<file path="src/sv/vog_pkg.sv">
// Package for the voxel occupancy grid: map geometry, widths, command codes,
// status codes and the queued command type. No dependencies.
`timescale 1ns / 1ps

package vog_pkg;

    // Map geometry
    localparam int MAP_CELLS  = 16;
    localparam int CELL_SIZE  = 8;
    localparam int LEVELS     = 4;
    localparam int AXIS       = MAP_CELLS * CELL_SIZE;
    localparam int HALF_SHIFT = (MAP_CELLS / 2) * CELL_SIZE;
    localparam int DEPTH      = AXIS * AXIS * LEVELS;

    // Widths
    localparam int AXIS_W  = (AXIS > 1) ? $clog2(AXIS) : 1;
    localparam int LVL_W   = (LEVELS > 1) ? $clog2(LEVELS) : 1;
    localparam int ADDR_W  = $clog2(DEPTH);
    localparam int COORD_W = 18;
    localparam int ID_W    = 32;
    localparam int QDEPTH  = 2;
    localparam int Q_AW    = 1;

    // Action codes
    localparam logic ACT_LOOKUP = 1'b0;
    localparam logic ACT_PLACE  = 1'b1;

    // Status codes
    localparam logic [1:0] ST_OK    = 2'd0;
    localparam logic [1:0] ST_RANGE = 2'd1;
    localparam logic [1:0] ST_OCC   = 2'd2;

    // Classified command kinds
    typedef enum logic [1:0] {
        OP_LOOKUP = 2'd0,
        OP_PLACE  = 2'd1,
        OP_REJECT = 2'd2
    } t_op;

    // Command handed from the front to the back
    typedef struct packed {
        t_op               op;
        logic [AXIS_W-1:0] gx;
        logic [AXIS_W-1:0] gy;
        logic [LVL_W-1:0]  gz;
        logic [AXIS_W-1:0] ex;
        logic [AXIS_W-1:0] ey;
        logic [LVL_W-1:0]  ez;
        logic [ID_W-1:0]   id;
    } t_cmd;

    // Flat store address of voxel (x, y, z)
    function automatic logic [ADDR_W-1:0] f_addr(
        input logic [AXIS_W-1:0] x,
        input logic [AXIS_W-1:0] y,
        input logic [LVL_W-1:0]  z
    );
        logic [ADDR_W-1:0] plane;
        logic [ADDR_W-1:0] row;
        plane = ADDR_W'(AXIS * AXIS);
        row   = ADDR_W'(AXIS);
        return ADDR_W'(ADDR_W'(z) * plane) + ADDR_W'(ADDR_W'(y) * row) + ADDR_W'(x);
    endfunction

endpackage

</file>
<file path="src/sv/vog_front.sv">
// Front end of the voxel grid: accepts items, shifts positions into map
// coordinates, checks range and size, and pushes a command. Uses vog_pkg.
`timescale 1ns / 1ps

module vog_front (
    input  logic                     i_in_valid,
    output logic                     o_in_ready,
    input  logic                     i_action,
    input  logic signed [15:0]       i_pos_x,
    input  logic signed [15:0]       i_pos_y,
    input  logic signed [15:0]       i_pos_z,
    input  logic signed [8:0]        i_size_x,
    input  logic signed [8:0]        i_size_y,
    input  logic signed [8:0]        i_size_z,
    input  logic [vog_pkg::ID_W-1:0] i_entity_id,
    input  logic                     i_q_full,
    input  logic                     i_init_done,
    output logic                     o_push,
    output vog_pkg::t_cmd            o_cmd
);
    import vog_pkg::*;

    localparam logic signed [COORD_W-1:0] C_AXIS  = COORD_W'(AXIS);
    localparam logic signed [COORD_W-1:0] C_LVL   = COORD_W'(LEVELS);
    localparam logic signed [COORD_W-1:0] C_SHIFT = COORD_W'(HALF_SHIFT);
    localparam logic signed [COORD_W-1:0] C_ONE   = COORD_W'(1);

    logic signed [COORD_W-1:0] w_gx, w_gy, w_gz;
    logic signed [COORD_W-1:0] w_ex, w_ey, w_ez;
    logic                      w_org_in, w_end_in, w_size_ok;

    function automatic logic f_in_map(
        input logic signed [COORD_W-1:0] x,
        input logic signed [COORD_W-1:0] y,
        input logic signed [COORD_W-1:0] z
    );
        return (x >= 0) && (x < C_AXIS) && (y >= 0) && (y < C_AXIS)
            && (z >= 0) && (z < C_LVL);
    endfunction

    // Shift x and y to map coordinates; level stays as given
    assign w_gx = COORD_W'(i_pos_x) + C_SHIFT;
    assign w_gy = COORD_W'(i_pos_y) + C_SHIFT;
    assign w_gz = COORD_W'(i_pos_z);

    // Inclusive far corner of the box
    assign w_ex = w_gx + COORD_W'(i_size_x) - C_ONE;
    assign w_ey = w_gy + COORD_W'(i_size_y) - C_ONE;
    assign w_ez = w_gz + COORD_W'(i_size_z) - C_ONE;

    assign w_org_in  = f_in_map(w_gx, w_gy, w_gz);
    assign w_end_in  = f_in_map(w_ex, w_ey, w_ez);
    assign w_size_ok = (i_size_x > 9'sd0) && (i_size_y > 9'sd0) && (i_size_z > 9'sd0);

    // Accept while the queue has room and the store is cleared
    assign o_in_ready = !i_q_full && i_init_done;
    assign o_push     = i_in_valid && o_in_ready;

    // Classify the item
    always_comb begin
        o_cmd.gx = w_gx[AXIS_W-1:0];
        o_cmd.gy = w_gy[AXIS_W-1:0];
        o_cmd.gz = w_gz[LVL_W-1:0];
        o_cmd.ex = w_ex[AXIS_W-1:0];
        o_cmd.ey = w_ey[AXIS_W-1:0];
        o_cmd.ez = w_ez[LVL_W-1:0];
        o_cmd.id = i_entity_id;
        if (i_action == ACT_LOOKUP) begin
            o_cmd.op = w_org_in ? OP_LOOKUP : OP_REJECT;
        end else begin
            o_cmd.op = (w_size_ok && w_org_in && w_end_in) ? OP_PLACE : OP_REJECT;
        end
    end

endmodule

</file>
<file path="config.mk">
export PLATFORM = sky130hd
export DESIGN_NAME = vog_front
export DESIGN_NICKNAME = d
export VERILOG_FILES = /design/src/sv/vog_pkg.sv /design/src/sv/vog_front.sv
export SDC_FILE = /design/constraint.sdc
export NUM_CORES = 1
export LEC_CHECK = 0
export BUFFER_PORTS_ARGS = -buffer_cell sky130_fd_sc_hd__buf_2
export CORE_MARGIN = 5
export CORE_UTILIZATION = 50
export DETAILED_ROUTE_END_ITERATION = 10
export PLACE_DENSITY = 0.91
export SKIP_LAST_GASP = 1
export SLEW_MARGIN = 20
export SYNTH_ARGS = -nofsm -noshare
export SYNTH_HDL_FRONTEND = slang
export SYNTH_SLANG_ARGS = --single-unit
</file>
<file path="constraint.sdc">
create_clock -name vclk -period 15
set_input_delay 2.25 -clock vclk [all_inputs]
set_output_delay 2.25 -clock vclk [all_outputs]
set_load 0.01 [all_outputs]
</file>
After elaboration in Yosys (flattened, before gate mapping):

Index checks and enable logic that the tools add are counted.

* add/sub/neg operators: 8
* magnitude comparators: 15
* multiplexer cells: 3
* reductions and logical operators: 17

Operator list (count)
* 18-bit by 1-bit >= comparator with 1-bit output, second input constant: 3
* 17-bit by 9-bit adder with 18-bit output: 2
* 18-bit by 9-bit less-than comparator with 1-bit output, second input constant: 2
* 18-bit by 2-bit subtractor with 18-bit output, second input constant: 2
* 16-bit by 8-bit adder with 17-bit output, second input constant: 2
* 17-bit by 1-bit >= comparator with 1-bit output, second input constant: 2
* 17-bit by 9-bit less-than comparator with 1-bit output, second input constant: 2
* 9-bit by 1-bit greater-than comparator with 1-bit output, second input constant: 3
* 18-bit by 4-bit less-than comparator with 1-bit output, second input constant: 1
* 17-bit by 2-bit subtractor with 18-bit output, second input constant: 1
* 16-bit by 9-bit adder with 17-bit output: 1
* 16-bit by 1-bit >= comparator with 1-bit output, second input constant: 1
* 1-bit logical AND: 16
* 16-bit by 4-bit less-than comparator with 1-bit output, second input constant: 1
* 2-bit 2-to-1 mux: 3
* 1-bit zero test: 1

* register bits after elaboration: 0
* input bits: 111
* output and inout bits: 68
* logic and storage cells: 43

Longest topological paths before layout:

* depth after elaboration: 12
* depth in mapped cells: 18
* mapped depth without buffers: 18

Worst setup path after synthesis:

OpenSTA, ideal clock, no wires.

* path kind: input port to output port
* from: input port i_pos_y[6]
* to: output port o_cmd[64] in the netlist's numbering
* data arrival time: 5.922 ns
* data required time: 12.750 ns
* setup slack: 6.828 ns
* stages on the path: 16
* path buffers: 0
* cells stage by stage: ha_1 > nand3_1 > nor2_1 > nand2_1 > xor2_1 > ha_1 > inv_1 > ha_1 > nand2_1 > or3_1 > o221a_1 > a2111o_1 > or4_1 > nor4_2 > o2111ai_1 > nor4_1

RTL lines
* start: declaration: line vog_front.sv:10 `input logic signed [15:0] i_pos_y,`
* end: declaration: line vog_front.sv:19 `output vog_pkg::t_cmd o_cmd`

==> metrics.txt <==
# TYPE chip_impl_metric gauge
chip_impl_metric{name="grt_util_all_layers",unit=""} 0.198
chip_impl_metric{name="p_sw",unit="uW"} 158
chip_impl_metric{name="drt_first_pass_iters",unit=""} 6
chip_impl_metric{name="power_report.internal_total",unit="uW"} 116
chip_impl_metric{name="ir_worst_vdd",unit="mV"} 0.0229
chip_impl_metric{name="postSynthNetCount",unit=""} 909
chip_impl_metric{name="fp-row-count",unit=""} 35
chip_impl_metric{name="vias_in_the_first_global_route",unit=""} 4606
chip_impl_metric{name="combinationalPowerShare",unit=""} 1.000
chip_impl_metric{name="synth_sequential_area_ratio",unit=""} 0
chip_impl_metric{name="design.portCount",unit=""} 179
chip_impl_metric{name="timing.max_cap.violations",unit=""} 0
chip_impl_metric{name="antennaDiodeCount",unit=""} 0
chip_impl_metric{name="worst_slew_margin_rel",unit=""} 0.589
chip_impl_metric{name="synth_adder_area_share",unit=""} 0.256
chip_impl_info{name="worst_setup_path_end_kind",value="output pin"} 1
chip_impl_info{name="synth_top_area_cell",value="ha_1"} 1
chip_impl_metric{name="final_net_count",unit=""} 968
chip_impl_metric{name="synth_xor_area_frac",unit=""} 0.0832
chip_impl_metric{name="drtIter0Drc",unit=""} 306
chip_impl_metric{name="netlist.area_leader.share",unit=""} 0.243
chip_impl_metric{name="hold-path-cell-count",unit=""} 0
chip_impl_info{name="ys_top_cells_by_count",value="153 x inv_1, 92 x ha_1, 46 x buf_4, 44 x nand2_1, 39 x a21oi_1"} 1
chip_impl_metric{name="place.gp.congestion",unit=""} 1.03
chip_impl_metric{name="fin_util",unit=""} 0.548
chip_impl_metric{name="viasPerCell",unit=""} 5.54
chip_impl_info{name="dominant_combinational_cell_family_by_area_after_synthesis",value="adder cells"} 1
chip_impl_metric{name="finalHoldViolations",unit=""} 0
chip_impl_metric{name="synthesis.area",unit="sq um"} 4740
chip_impl_metric{name="synth_compound_area_frac",unit=""} 0.236
chip_impl_metric{name="post-route-drc-count",unit=""} 0
chip_impl_info{name="synth_area_leaders",value="ha_1 24%, inv_1 12%, buf_4 7.3%, xnor2_1 5.4%, a21oi_1 4.1%"} 1
chip_impl_metric{name="post_cts_hold_buffer_count",unit=""} 0
chip_impl_metric{name="grt.overflow.total",unit=""} 0
chip_impl_metric{name="wire_length_per_cell_after_detailed_routing",unit="um"} 13.5
chip_impl_metric{name="design.seq.count",unit=""} 0
chip_impl_metric{name="io_buffer_count",unit=""} 115
chip_impl_metric{name="cp_data_required_time",unit="ns"} 12.75
chip_impl_metric{name="layout_worst_path_cycle_share",unit=""} 0.576
chip_impl_metric{name="slew_viols_final",unit=""} 0
chip_impl_metric{name="synthSimpleGateAreaFrac",unit=""} 0.208
chip_impl_metric{name="synthesis.instances",unit=""} 703
chip_impl_metric{name="p_leak",unit="uW"} 0.00265
chip_impl_metric{name="drive_gt1_frac",unit=""} 0.180
chip_impl_metric{name="grt_pass1_wl",unit="um"} 19800
chip_impl_metric{name="grt_start_max_net_pins",unit=""} 15
chip_impl_metric{name="worst_ep_arrival_time",unit="ns"} 6.39
chip_impl_metric{name="path_max_fanout",unit=""} 6
chip_impl_info{name="worst_hold_path_type",value="in -> out"} 1
chip_impl_metric{name="switching_share",unit=""} 0.576
chip_impl_metric{name="dpl.hpwl",unit="um"} 10400
chip_impl_metric{name="total_power",unit="uW"} 274
chip_impl_metric{name="ctsResizeCount",unit=""} 0
chip_impl_metric{name="pwr-share-clk",unit=""} 0
chip_impl_metric{name="floorplan.die_area",unit="sq um"} 11500
chip_impl_metric{name="initial_antenna_violation_count",unit=""} 0
chip_impl_metric{name="height_of_the_die",unit="um"} 107
chip_impl_metric{name="area.sequential",unit="sq um"} 0
chip_impl_metric{name="mux_cell_area_share_after_synthesis",unit=""} 0.00898
chip_impl_info{name="timing.critical_path.from_type",value="primary input"} 1
chip_impl_metric{name="route.vias.total",unit=""} 4923
chip_impl_info{name="post-synth-top-count-cell",value="inv_1"} 1
chip_impl_metric{name="detail_route.wirelength",unit="um"} 12000
chip_impl_metric{name="synth.yosys.warnings",unit=""} 0
chip_impl_metric{name="power_frac_seq",unit=""} 0
chip_impl_metric{name="fmaxAchievable",unit="MHz"} 116
chip_impl_metric{name="initial_utilization",unit=""} 0.513
chip_impl_info{name="rsz_0062_raised_after_global_routing",value="no"} 1
chip_impl_info{name="status",value="complete, no violations"} 1
chip_impl_metric{name="count_of_clock_buffers_in_the_final_design",unit=""} 0
chip_impl_metric{name="nFillCells",unit=""} 897
chip_impl_metric{name="width_of_the_die",unit="um"} 107
chip_impl_metric{name="timing.setup.tns",unit="ns"} 0
chip_impl_metric{name="design.core.area",unit="sq um"} 9240
chip_impl_metric{name="avgSynthCellArea",unit="sq um"} 6.74
chip_impl_info{name="hold_path_startpoint",value="i_entity_id[14]"} 1
chip_impl_metric{name="power-per-cell-area",unit="nW/um^2"} 54.1
chip_impl_metric{name="finalSetupViolations",unit=""} 0
chip_impl_info{name="timing.setup.critical_path_class",value="in -> out"} 1
chip_impl_metric{name="yosys.cell_types.count",unit=""} 79
chip_impl_info{name="whs_endpoint",value="o_cmd[14]"} 1
chip_impl_metric{name="postCtsSetupBuffers",unit=""} 0
chip_impl_metric{name="syn_to_final_growth",unit="%"} 6.95
chip_impl_metric{name="period_minus_slack",unit="ns"} 8.64
chip_impl_metric{name="antenna_left",unit=""} 0
chip_impl_metric{name="max_slew.worst_pin.slew",unit="ns"} 0.610
## through the flow
step | cell area, sq um | hold WS (ns) | worst slack [ns] | cells
6_report | 5070 | 4.50 | 6.36 | 889
5_1_grt | 5070 | 4.50 | 5.94 | 889
3_5_place_dp | 5070 | 4.50 | 6.39 | 889
4_1_cts | 5070 | 4.50 | 6.38 | 889
2_1_floorplan | 4740 | 4.54 | 6.83 | 703
3_3_place_gp | 5070 | 4.50 | 6.50 | 889
## routing by layer
metal	routed length, um	vias up	global-route usage
met2	5370	215	0.347
met4	365	0	0.0532
li1	-	2504	-
met3	1070	46	0.0198
met1	5170	2158	0.259
met5	0	-	0
## placed cells by master, fill, tap and decap left out, drive strengths merged, types with 4 or more instances in the layout
cell,count
a2111oi,4
a211oi,9
a21o,13
a21oi,41
and2,5
and4,5
buf,115
ha,92
inv,153
nand2,44
nand2b,4
nand3,18
nand4,11
nor2,39
nor2b,6
nor3,11
nor4,11
o2111ai,6
o211ai,4
o21a,10
o21ai,27
o21bai,7
o31ai,4
or3,6
or4,8
xnor2,29
xor2,16
## cell families (layout without fill, tap and decap cells)
group / after synthesis / count (layout)
and+or+nand+nor: 185 / 185
adders and majority gates: 95 / 95
xor gates and xnor gates: 45 / 45
muxes: 4 / 4
buffers and inverters: 212 / 269
AOI/OAI and AO/OA: 162 / 162
## critical path: stages
cell,delay (ns)
buf_2,0.12
ha_1,0.22
nand3_1,0.13
nor2_1,0.17
nand2_1,0.14
xor2_1,0.16
ha_1,0.27
inv_1,0.04
ha_1,0.35
nand2_1,0.12
or3_1,0.39
o221a_1,0.28
a2111o_1,0.37
or4_1,0.49
nor4_2,0.23
o2111ai_1,0.21
o31a_1,0.32
buf_2,0.14
## power groups by stage
| stage | Sequential [uW] | Combinational (uW) | Clock (uW) |
|---|---|---|---|
| detailed placement | 0 | 269 | 0 |
| CTS | 0 | 271 | 0 |
| finish | 0 | 274 | 0 |
| floorplan | 0 | 211 | 0 |
| global route | 0 | 306 | 0 |
| global placement | 0 | 264 | 0 |
## final cells by class
class	count	area [sq um]	share of cell area
inverters	154	578	0.114
multi-input cells	491	3750	0.740
well taps	129	161	0.0319
repair buffers	115	576	0.114
## how the worst max path moves through the flow
stage | endpoint | depth (start not counted) | slack [ns] | startpoint
after CTS | o_cmd[65] | 18 | 6.38 | i_pos_y[6]
after global placement | o_cmd[65] | 18 | 6.50 | i_pos_y[6]
after global routing | o_cmd[64] | 20 | 5.94 | i_pos_y[6]
after detailed placement | o_cmd[65] | 18 | 6.39 | i_pos_y[6]
after floorplan | o_cmd[64] | 16 | 6.83 | i_pos_y[6]
final | o_cmd[65] | 18 | 6.36 | i_pos_y[6]
(Power assumes the default switching activity.)
