<file path="config.mk">
export PLATFORM = sky130hd
export DESIGN_NAME = vog_queue
export DESIGN_NICKNAME = d
export VERILOG_FILES = /design/src/sv/vog_pkg.sv /design/src/sv/vog_queue.sv
export SDC_FILE = /design/constraint.sdc
export NUM_CORES = 1
export LEC_CHECK = 0
export BUFFER_PORTS_ARGS = -buffer_cell sky130_fd_sc_hd__clkbuf_2
export CAP_MARGIN = 10
export CORE_UTILIZATION = 52
export CTS_CLUSTER_DIAMETER = 50
export CTS_CLUSTER_SIZE = 24
export DETAILED_ROUTE_END_ITERATION = 10
export PLACE_DENSITY = 0.86
export SKIP_LAST_GASP = 1
export SLEW_MARGIN = 20
export SYNTH_ARGS = -nofsm -noshare
export SYNTH_HDL_FRONTEND = slang
export SYNTH_SLANG_ARGS = --single-unit
</file>
<file path="constraint.sdc">
create_clock -name i_clk -period 5.42 [get_ports i_clk]
set_input_delay 1.084 -clock i_clk [delete_from_list [all_inputs] [get_ports i_clk]]
set_output_delay 1.084 -clock i_clk [all_outputs]
set_load 0.05 [all_outputs]
</file>
<file path="src/sv/vog_pkg.sv">
// Package for the voxel occupancy grid: map geometry, widths, command codes,
// status codes and the queued command type. No dependencies.
`timescale 1ns / 1ps

package vog_pkg;

    // Map geometry
    localparam int MAP_CELLS  = 16;
    localparam int CELL_SIZE  = 8;
    localparam int LEVELS     = 4;
    localparam int AXIS       = MAP_CELLS * CELL_SIZE;
    localparam int HALF_SHIFT = (MAP_CELLS / 2) * CELL_SIZE;
    localparam int DEPTH      = AXIS * AXIS * LEVELS;

    // Widths
    localparam int AXIS_W  = (AXIS > 1) ? $clog2(AXIS) : 1;
    localparam int LVL_W   = (LEVELS > 1) ? $clog2(LEVELS) : 1;
    localparam int ADDR_W  = $clog2(DEPTH);
    localparam int COORD_W = 18;
    localparam int ID_W    = 32;
    localparam int QDEPTH  = 2;
    localparam int Q_AW    = 1;

    // Action codes
    localparam logic ACT_LOOKUP = 1'b0;
    localparam logic ACT_PLACE  = 1'b1;

    // Status codes
    localparam logic [1:0] ST_OK    = 2'd0;
    localparam logic [1:0] ST_RANGE = 2'd1;
    localparam logic [1:0] ST_OCC   = 2'd2;

    // Classified command kinds
    typedef enum logic [1:0] {
        OP_LOOKUP = 2'd0,
        OP_PLACE  = 2'd1,
        OP_REJECT = 2'd2
    } t_op;

    // Command handed from the front to the back
    typedef struct packed {
        t_op               op;
        logic [AXIS_W-1:0] gx;
        logic [AXIS_W-1:0] gy;
        logic [LVL_W-1:0]  gz;
        logic [AXIS_W-1:0] ex;
        logic [AXIS_W-1:0] ey;
        logic [LVL_W-1:0]  ez;
        logic [ID_W-1:0]   id;
    } t_cmd;

    // Flat store address of voxel (x, y, z)
    function automatic logic [ADDR_W-1:0] f_addr(
        input logic [AXIS_W-1:0] x,
        input logic [AXIS_W-1:0] y,
        input logic [LVL_W-1:0]  z
    );
        logic [ADDR_W-1:0] plane;
        logic [ADDR_W-1:0] row;
        plane = ADDR_W'(AXIS * AXIS);
        row   = ADDR_W'(AXIS);
        return ADDR_W'(ADDR_W'(z) * plane) + ADDR_W'(ADDR_W'(y) * row) + ADDR_W'(x);
    endfunction

endpackage

</file>
<file path="src/sv/vog_queue.sv">
// Two-entry command queue between the front and the back of the voxel grid.
// Uses vog_pkg.
`timescale 1ns / 1ps

module vog_queue (
    input  logic          i_clk,
    input  logic          i_rst_n,
    input  logic          i_push,
    input  vog_pkg::t_cmd i_cmd,
    output logic          o_full,
    input  logic          i_pop,
    output logic          o_valid,
    output vog_pkg::t_cmd o_cmd
);
    import vog_pkg::*;

    localparam logic [Q_AW:0] C_FULL = (Q_AW + 1)'(QDEPTH);

    t_cmd            r_mem [QDEPTH];
    logic [Q_AW-1:0] r_wr, n_wr;
    logic [Q_AW-1:0] r_rd, n_rd;
    logic [Q_AW:0]   r_cnt, n_cnt;

    assign o_full  = (r_cnt == C_FULL);
    assign o_valid = (r_cnt != '0);
    assign o_cmd   = r_mem[r_rd];

    // Advance pointers and count
    always_comb begin
        n_wr  = r_wr;
        n_rd  = r_rd;
        n_cnt = r_cnt;
        if (i_push) begin
            n_wr = r_wr + 1'b1;
        end
        if (i_pop) begin
            n_rd = r_rd + 1'b1;
        end
        if (i_push && !i_pop) begin
            n_cnt = r_cnt + 1'b1;
        end else if (!i_push && i_pop) begin
            n_cnt = r_cnt - 1'b1;
        end
    end

    always_ff @(posedge i_clk) begin
        if (!i_rst_n) begin
            r_wr  <= '0;
            r_rd  <= '0;
            r_cnt <= '0;
        end else begin
            r_wr  <= n_wr;
            r_rd  <= n_rd;
            r_cnt <= n_cnt;
        end
    end

    // Hold entries
    always_ff @(posedge i_clk) begin
        if (i_push) begin
            r_mem[r_wr] <= i_cmd;
        end
    end

    assert property (@(posedge i_clk) disable iff (!i_rst_n) o_full |-> !i_push)
        else $error("queue pushed while full");
    assert property (@(posedge i_clk) disable iff (!i_rst_n) !o_valid |-> !i_pop)
        else $error("queue popped while empty");
    assert property (@(posedge i_clk) disable iff (!i_rst_n) r_cnt <= C_FULL)
        else $error("queue count beyond depth");

endmodule

</file>
Yosys cells after proc, flatten, opt, wreduce, memory -nomap -nowiden
Memories as Yosys holds them, arrays and structs flattened. A register that Yosys moved wholly into a read port is not among the register bits.
Cells that the tools add are included.
Cells by class
  eq/ne operators: 1
  mux-type cells: 6
  add/sub/neg operators: 4
  reductions and logical operators: 6
Operator list (number)
  2-to-1 mux 1 bit: 4
  2-to-1 mux 2 bit: 2
  nonzero test 2 bit: 2
  adder 1 bit (second input constant): 2
  adder 2 x 1 -> 2 bit (second input constant): 1
  == test 2 bit (second input constant): 1
  logical AND 1 bit: 2
  zero test 1 bit: 2
  subtractor 2 x 1 -> 2 bit (second input constant): 1
Word-level totals
  bits in registers: 4
  memories: 1
  output and inout port bits: 68
  bits of input ports: 70
  memory bits (writable): 132
  logic and storage cells: 21
Memory list
  r_mem: depth 2, width 66, rd ports 1, clocked after Yosys merged registers in 1, write ports 1, RTL line vog_queue.sv:19  | t_cmd r_mem [QDEPTH];

Longest topological paths before layout
Gate-level depths: netlist of run 1.
  word-level depth: 4
  depth in mapped cells: 5
  gate-level depth less buffers: 5

Worst setup path before layout of run 1
No wires, ideal clock.
  path kind: input to register
  from: in i_push
  to: mem r_mem[0][0] in the netlist's numbering, enable pin
  data required time: 4.921 ns
  buffers on the path: 0
  arrival: 4.015 ns
  setup time: 0.499 ns
  setup slack: 0.906 ns
  cell stages on the path: 1
  path through: nor2b_1
Between the ends
  longest elaborated chain between the ends: 2
RTL lines
  from (decl): RTL line vog_queue.sv:8  | input logic i_push,
  2-to-1 mux 1 bit: RTL line vog_queue.sv:60  | if (i_push) begin
  2-to-1 mux 1 bit (not written as such): RTL line vog_queue.sv:61  | r_mem[r_wr] <= i_cmd;
  to (decl): RTL line vog_queue.sv:19
No other way between the ends.

==> results.cfg, run 1 <==
[run_status]
status = finished clean

[floorplan]
start_util_pct = 53.8
io_pins = 138
die_h_um = 100
coreArea_um2 = 9280
fp-row-count = 35
die_w_um = 100
die_area_um2 = 10000

[setup_path]
worstPathRequired_ns = 4.34
crit_slowest_cell = dfxtp_2
cp_cell_sequence = buf_4 > mux2_2 > clkbuf_2
path_delay_family = flip-flops
arrival_ns = 2.50
path_class = flop to primary output
r2r_slack_ns = 3.48
start_kind = flop
crit_path_max_incr_delay_ns = 0.82
crit_fanout = 35
critPathCaptureType = primary output
cp.buffers_inverters = 2

[global_route]
grt_pass1_wl_um = 12200
grt_max_degree = 41
grt_use_total_pct = 16.7
grt_pass1_vias = 2566
grt_overflow = 0
antenna_found_initial = 0

[synthesis]
yosys.area_share.adder_pct = 0.251
synth_area_leader_cell = edfxtp_1
syn_avg_cell_area_um2 = 22.0
synth-edff-count = 132
synth_compound_area_share_pct = 0.401
ys_ff_latch = 137
yosysMostFrequentCell = edfxtp_1
syn_nets = 298
yosysSeqAreaShare_pct = 81.4
synth_mux_area_share_pct = 14.9
synth.area.top_cells = edfxtp_1 (79%), mux2_2 (15%), dfxtp_1 (2.0%), buf_6 (1.1%), and2_1 (0.50%)
synth_top_area_share_pct = 79.4
synth-xor-area-share_pct = 0.526
yosys.cell_types.count = 17
ys.warnings.count = 0
syn_inst = 227
synthSimpleGateAreaFrac_pct = 1.18
ys_async_sr_fraction_pct = 0
netlist_area_um2 = 4990
synth_common_cells = edfxtp_1 (132), mux2_2 (66), buf_6 (5), dfxtp_1 (5), and2_1 (4)
synth_top_family_by_area = multiplexers
synthFlopType = edfxtp_1

[place]
place_congestion = 0.756
io_buffers = 137
dp.cells = 490
hpwlAfterDp_um = 5290

[timing]
fin_crit_ns = 3.59
max-slew-margin-rel_pct = 49.7
fin_setup_tns_ns = 0
tightest_slew_ns = 0.755
rsz0062_at_grt = false
finalCritPeriodShare_pct = 66.2
slew_viol_final = 0
finalSetupViolCount = 0
holdWs_ns = 0.503
clock.fmax_ghz = 0.279
hold_viol = 0
fin_skew_ns = 0.00491

[route]
routed_wl_um = 8120
drt_iter0_markers = 91
dr_wl_met2_um = 4030
routed-wl-met3_um = 545
viasPerCell = 4.92
num_vias = 2565
wl_per_cell_um = 15.6
m1WireLength_um = 3430
drt_pre_antenna_iters = 4
routed.top_layer = met4
ant_nets = 0
drc_errors = 0

[final_layout]
layout-drive-gt1-share_pct = 62.0
nFillCells = 619
final_cells = 521
multi_input_area_um2 = 870
area_delta_synth_final_pct = 29.6
seqCellArea_um2 = 4070
diodes = 0
final_nets = 451

[clock_network]
hold_buffers = 0
cts_buffers = 17
cts_buffer_depth = 2
cts_tree = done
cts.clk_slew.worst_paths_ns = 0.06
htree_levels = 4
insertion_delay_ns = 0.49
cts_setup_buffers = 0
root_buffer = clkbuf_8
cts_resized = 0
cts.sinks = 137

[power]
power.density_nw_per_um2 = 441
peakVddDrop_uv = 240
power.leakage_nw = 2.50

[run]
maxCapViolCount = 0

[min_path]
hp-class = flop to flop
worst register-to-register path, cell delays in order, from the launching register on:
cell	delay, ns
dfxtp_1	0.38
and2_2	0.61
buf_4	0.59
flip-flops by register name, indices dropped and copies added (netlist names), named ones only:
register,count
r_cnt,2
r_mem,132
r_rd,1
r_wr,1
layout by cell type, fill, tap and decap left out, types with 2 or more instances in the layout:
master / netlist / routed
clkbuf_2: 0 / 137
edfxtp_1: 132 / 132
mux2_2: 66 / 66
clkbuf_16: 0 / 16
bufinv_16: 0 / 5
clkinv_4: 0 / 4
dfxtp_1: 5 / 4
and2_1: 4 / 3
buf_4: 0 / 3
xor2_1: 2 / 2
clkinvlp_4: 0 / 2
inv_6: 0 / 2
layer usage:
layer  up-vias  global-route usage [%]
li1       1205                       -
met1      1237                    20.0
met4         0                    7.92
met5         -                       0
met2       110                    28.1
met3        13                    5.08
cell type report:
class,instances,share of cell area [%]
Clock buffer,17,6.40
Clock inverter,14,3.44
Inverter,1,0.0580
Multi-Input combinational cell,82,13.4
Timing Repair Buffer,141,11.4
Sequential cell,137,62.8
Tap cell,129,2.49
kinds of logic (layout without fill, tap and decap cells):
logic type,after synthesis,after routing
fa+ha+maj,1,1
compound gates,3,3
mux,66,66
buf+inv,8,173
xor+xnor,3,3
simple gates,9,9
flops,137,137
worst paths after layout:
kind                                               end             startpoint  cells after the start
worst max-delay path                         o_cmd[13]                   flop                      3
worst min-delay path             r_cnt[1]$_SDFFE_PN0P_  r_cnt[1]$_SDFFE_PN0P_                      2
worst max register to register  r_mem[1][25]$_DFFE_PP_      r_wr$_SDFFE_PN0P_                      2
worst min register to register   r_cnt[1]$_SDFFE_PN0P_  r_cnt[1]$_SDFFE_PN0P_                      2
power by group:
group	switching [mW]	total, mW	internal, mW	leakage, nW
clock network	0.423	1.22	0.796	0.305
logic	0.274	0.389	0.115	0.910
registers	0.0225	1.25	1.22	1.28
stage by stage:
step	area, um2	total power [mW]	setup WS (ns)	util (%)
after global routing	6470	2.94	1.67	69.7
after detailed placement	5840	1.66	2.31	62.9
final	6470	2.85	1.83	69.7
after global placement	5810	1.65	2.33	62.6
after floorplan	4990	1.57	0.906	-
after CTS	6470	2.88	1.77	69.7
No activity file was read; power rests on OpenSTA's default activity.
==> inputs of run 2 (changes only) <==
--- a/config.mk
+++ b/config.mk
@@ -5,6 +5,7 @@
 export SDC_FILE = /design/constraint.sdc
 export NUM_CORES = 1
 export LEC_CHECK = 0
+export ABC_AREA = 1
 export BUFFER_PORTS_ARGS = -buffer_cell sky130_fd_sc_hd__clkbuf_2
 export CAP_MARGIN = 10
 export CORE_UTILIZATION = 52
==> constraint.sdc (replaced) <==
create_clock -name i_clk -period 3.65 [get_ports i_clk]
set_input_delay 0.73 -clock i_clk [delete_from_list [all_inputs] [get_ports i_clk]]
set_output_delay 0.73 -clock i_clk [all_outputs]
set_load 0.05 [all_outputs]
==> run 2 against run 1 <==
  * Die area grew 3.1%
  * First-iteration DRC count grew 7.7%
  * Sequential share of layout area shrank 0.92 points
  * Worst hold slack lost 0.079 ns
  * Non-clock buffer count shrank 1
  * Clock skew grew 0.0033 ns
  * Clock power grew 31%
  * Core utilization grew 0.090 points
  * Via count grew 3.5%
  * Area after synthesis grew 3.1%
  * Final cell count grew 2.7%
  * Setup slack lost 1.1 ns
  * Largest cell class unchanged
  * Largest power group unchanged
==> results.cfg, run 2 <==
[final_layout]
nFillCells = 611
seqCellArea_um2 = 4070
largest_register_ffs = 132
layout_commonest_cell = clkbuf_2
layout-drive-gt1-share_pct = 58.8
final_cells = 535
area_delta_synth_final_pct = 27.6
largest_register = r_mem
multi_input_area_um2 = 998
reg_top3 = r_mem (132), r_cnt (2)
final_nets = 463
layout_common_cells = clkbuf_2 (137), edfxtp_1 (132), mux2_4 (40), mux2_2 (26), clkbuf_16 (16)
design_area_um2 = 6570

[timing]
tightest_slew_ns = 0.635
fin_setup_tns_ns = 0
slew_viol_final = 0
clock.fmax_ghz = 0.348
hold_viol = 0
finalCritPeriodShare_pct = 78.7
fin_skew_ns = 0.00824
fin_crit_ns = 2.87
rsz0062_at_grt = false
max-slew-margin-rel_pct = 57.6
holdWs_ns = 0.424
finalSetupViolCount = 0

[synthesis]
yosysSeqAreaShare_pct = 78.9
synthFlopType = edfxtp_1
synth-edff-count = 132
yosys.area_share.adder_pct = 0.243
syn_avg_cell_area_um2 = 21.5
ys_async_sr_fraction_pct = 0
synth_top_area_share_pct = 76.9
synth.area.top_cells = edfxtp_1 (77%), mux2_4 (12%), mux2_2 (5.7%), dfxtp_1 (1.9%), buf_6 (1.1%)
synth-xor-area-share_pct = 0
synth_common_cells = edfxtp_1 (132), mux2_4 (40), mux2_2 (26)
synth_top_family_by_area = multiplexers
syn_inst = 240
synth_compound_area_share_pct = 0.194
netlist_area_um2 = 5150
synth_area_leader_cell = edfxtp_1
syn_nets = 311
synth_mux_area_share_pct = 17.3
ys_ff_latch = 137
synthSimpleGateAreaFrac_pct = 1.46
ys.warnings.count = 0
yosysMostFrequentCell = edfxtp_1
yosys.cell_types.count = 14

[setup_path]
path_class = flop to primary output
path_delay_family = flip-flops
crit_path_max_incr_delay_ns = 0.72
crit_fanout = 35
crit_slowest_cell = dfxtp_4
worstPathRequired_ns = 2.92
cp.buffers_inverters = 2
critPathCaptureType = primary output
start_kind = flop
cp_cell_sequence = buf_12 > mux2_2 > clkbuf_2
arrival_ns = 2.14

[power]
p_switching_mw = 1.03
power.leakage_nw = 2.63
power.density_nw_per_um2 = 609
p_clk_share_pct = 40.0
peakVddDrop_uv = 376
p_sw_share_pct = 25.8
pwr-share-comb_pct = 13.7
seqPwrFrac_pct = 46.3
cellInternalPower_mw = 2.97

[min_path]
hp-class = input pin to flop

[clock_network]
hold_buffers = 0
cts.sinks = 137
cts_tree = done
root_buffer = clkbuf_8
cts.clk_slew.worst_paths_ns = 0.06
cts_resized = 0
insertion_delay_ns = 0.49
cts_setup_buffers = 0
cts_buffers = 17
cts_buffer_depth = 2
htree_levels = 4

[route]
drt_pre_antenna_iters = 4
viasPerCell = 4.96
drc_errors = 0
num_vias = 2654
wl_per_cell_um = 16.1
drt_iter0_markers = 98
routed_wl_um = 8600
ant_nets = 0

[place]
hpwlAfterDp_um = 5570
io_buffers = 137
place_congestion = 0.671
dp.cells = 502
place_area_um2 = 6000

[floorplan]
die_area_um2 = 10300
die_h_um = 102
coreArea_um2 = 9420
start_util_pct = 54.7
die_w_um = 102
io_pins = 138
fp-row-count = 35

[global_route]
grt_pass1_wl_um = 12600
grt_overflow = 0
grt_max_degree = 48
grt_pass1_vias = 2708
grt_use_total_pct = 16.9
antenna_found_initial = 0

[run]
maxCapViolCount = 0

[run_status]
status = finished clean
## run 2: cell types whose count changed after synthesis, sizes merged, moves of 2 or more
cell / previous run / this run
nand2: 0 / 9
nor2: 0 / 8
inv: 1 / 8
xor2: 2 / 0
and2: 4 / 0
nor2b: 2 / 0
## run 2: logic make-up (layout without fill, tap and decap cells)
| logic type | count (synthesis) | after routing |
|---|---|---|
| flip-flops | 137 | 137 |
| multiplexers | 66 | 66 |
| AND/OR/NAND/NOR | 19 | 19 |
| buffers and inverters | 15 | 180 |
| AO/OA/AOI/OAI | 2 | 2 |
| adder cells (fa/ha/maj) | 1 | 1 |
| other | 0 | 1 |
## run 2: cell type report
type	instances	area share, %
Inverter	8	0.457
Clock inverter	12	2.15
Timing Repair Buffer	140	11.3
Clock buffer	20	6.47
Tap cell	129	2.46
Sequential cell	137	61.9
Antenna cell	1	0.0381
Multi-Input combinational cell	88	15.2
## run 2: per-layer routing
layer,global-route usage (%),wire (um)
met3,5.18,430
met4,7.02,89
met5,0,0
met2,29.9,4410
met1,18.9,3680
## run 2: worst paths after layout
| kind | slack (ns) | cells after the start | start | endpoint |
|---|---|---|---|---|
| worst max-delay path | 0.78 | 3 | flop | o_cmd[50] |
| worst min-delay path | 0.42 | 1 | i_cmd[4] | r_mem[0][4]$_DFFE_PP_ |
| worst max register to register | 2.08 | 3 | r_wr$_SDFFE_PN0P_ | r_mem[1][55]$_DFFE_PP_ |
| worst min register to register | 0.53 | 2 | r_rd$_SDFFE_PN0P_ | r_rd$_SDFFE_PN0P_ |
## run 2: power groups by stage
stage	Sequential (mW)	Clock, mW	Combinational (mW)
after floorplan	1.87	0	0.430
after global placement	1.88	0	0.541
after detailed placement	1.89	0	0.550
after CTS	1.85	1.63	0.552
after global routing	1.86	1.69	0.574
final	1.85	1.60	0.547
## run 2: metrics by stage
| stage | total power [mW] | utilization [%] | worst slack [ns] |
|---|---|---|---|
| 6_report | 4.00 | 69.8 | 0.778 |
| 4_1_cts | 4.03 | 69.8 | 0.731 |
| 3_5_place_dp | 2.44 | 63.8 | 1.27 |
| 5_1_grt | 4.12 | 69.8 | 0.675 |
| 3_3_place_gp | 2.42 | 63.8 | 1.28 |
| 2_1_floorplan | 2.30 | - | 0.763 |
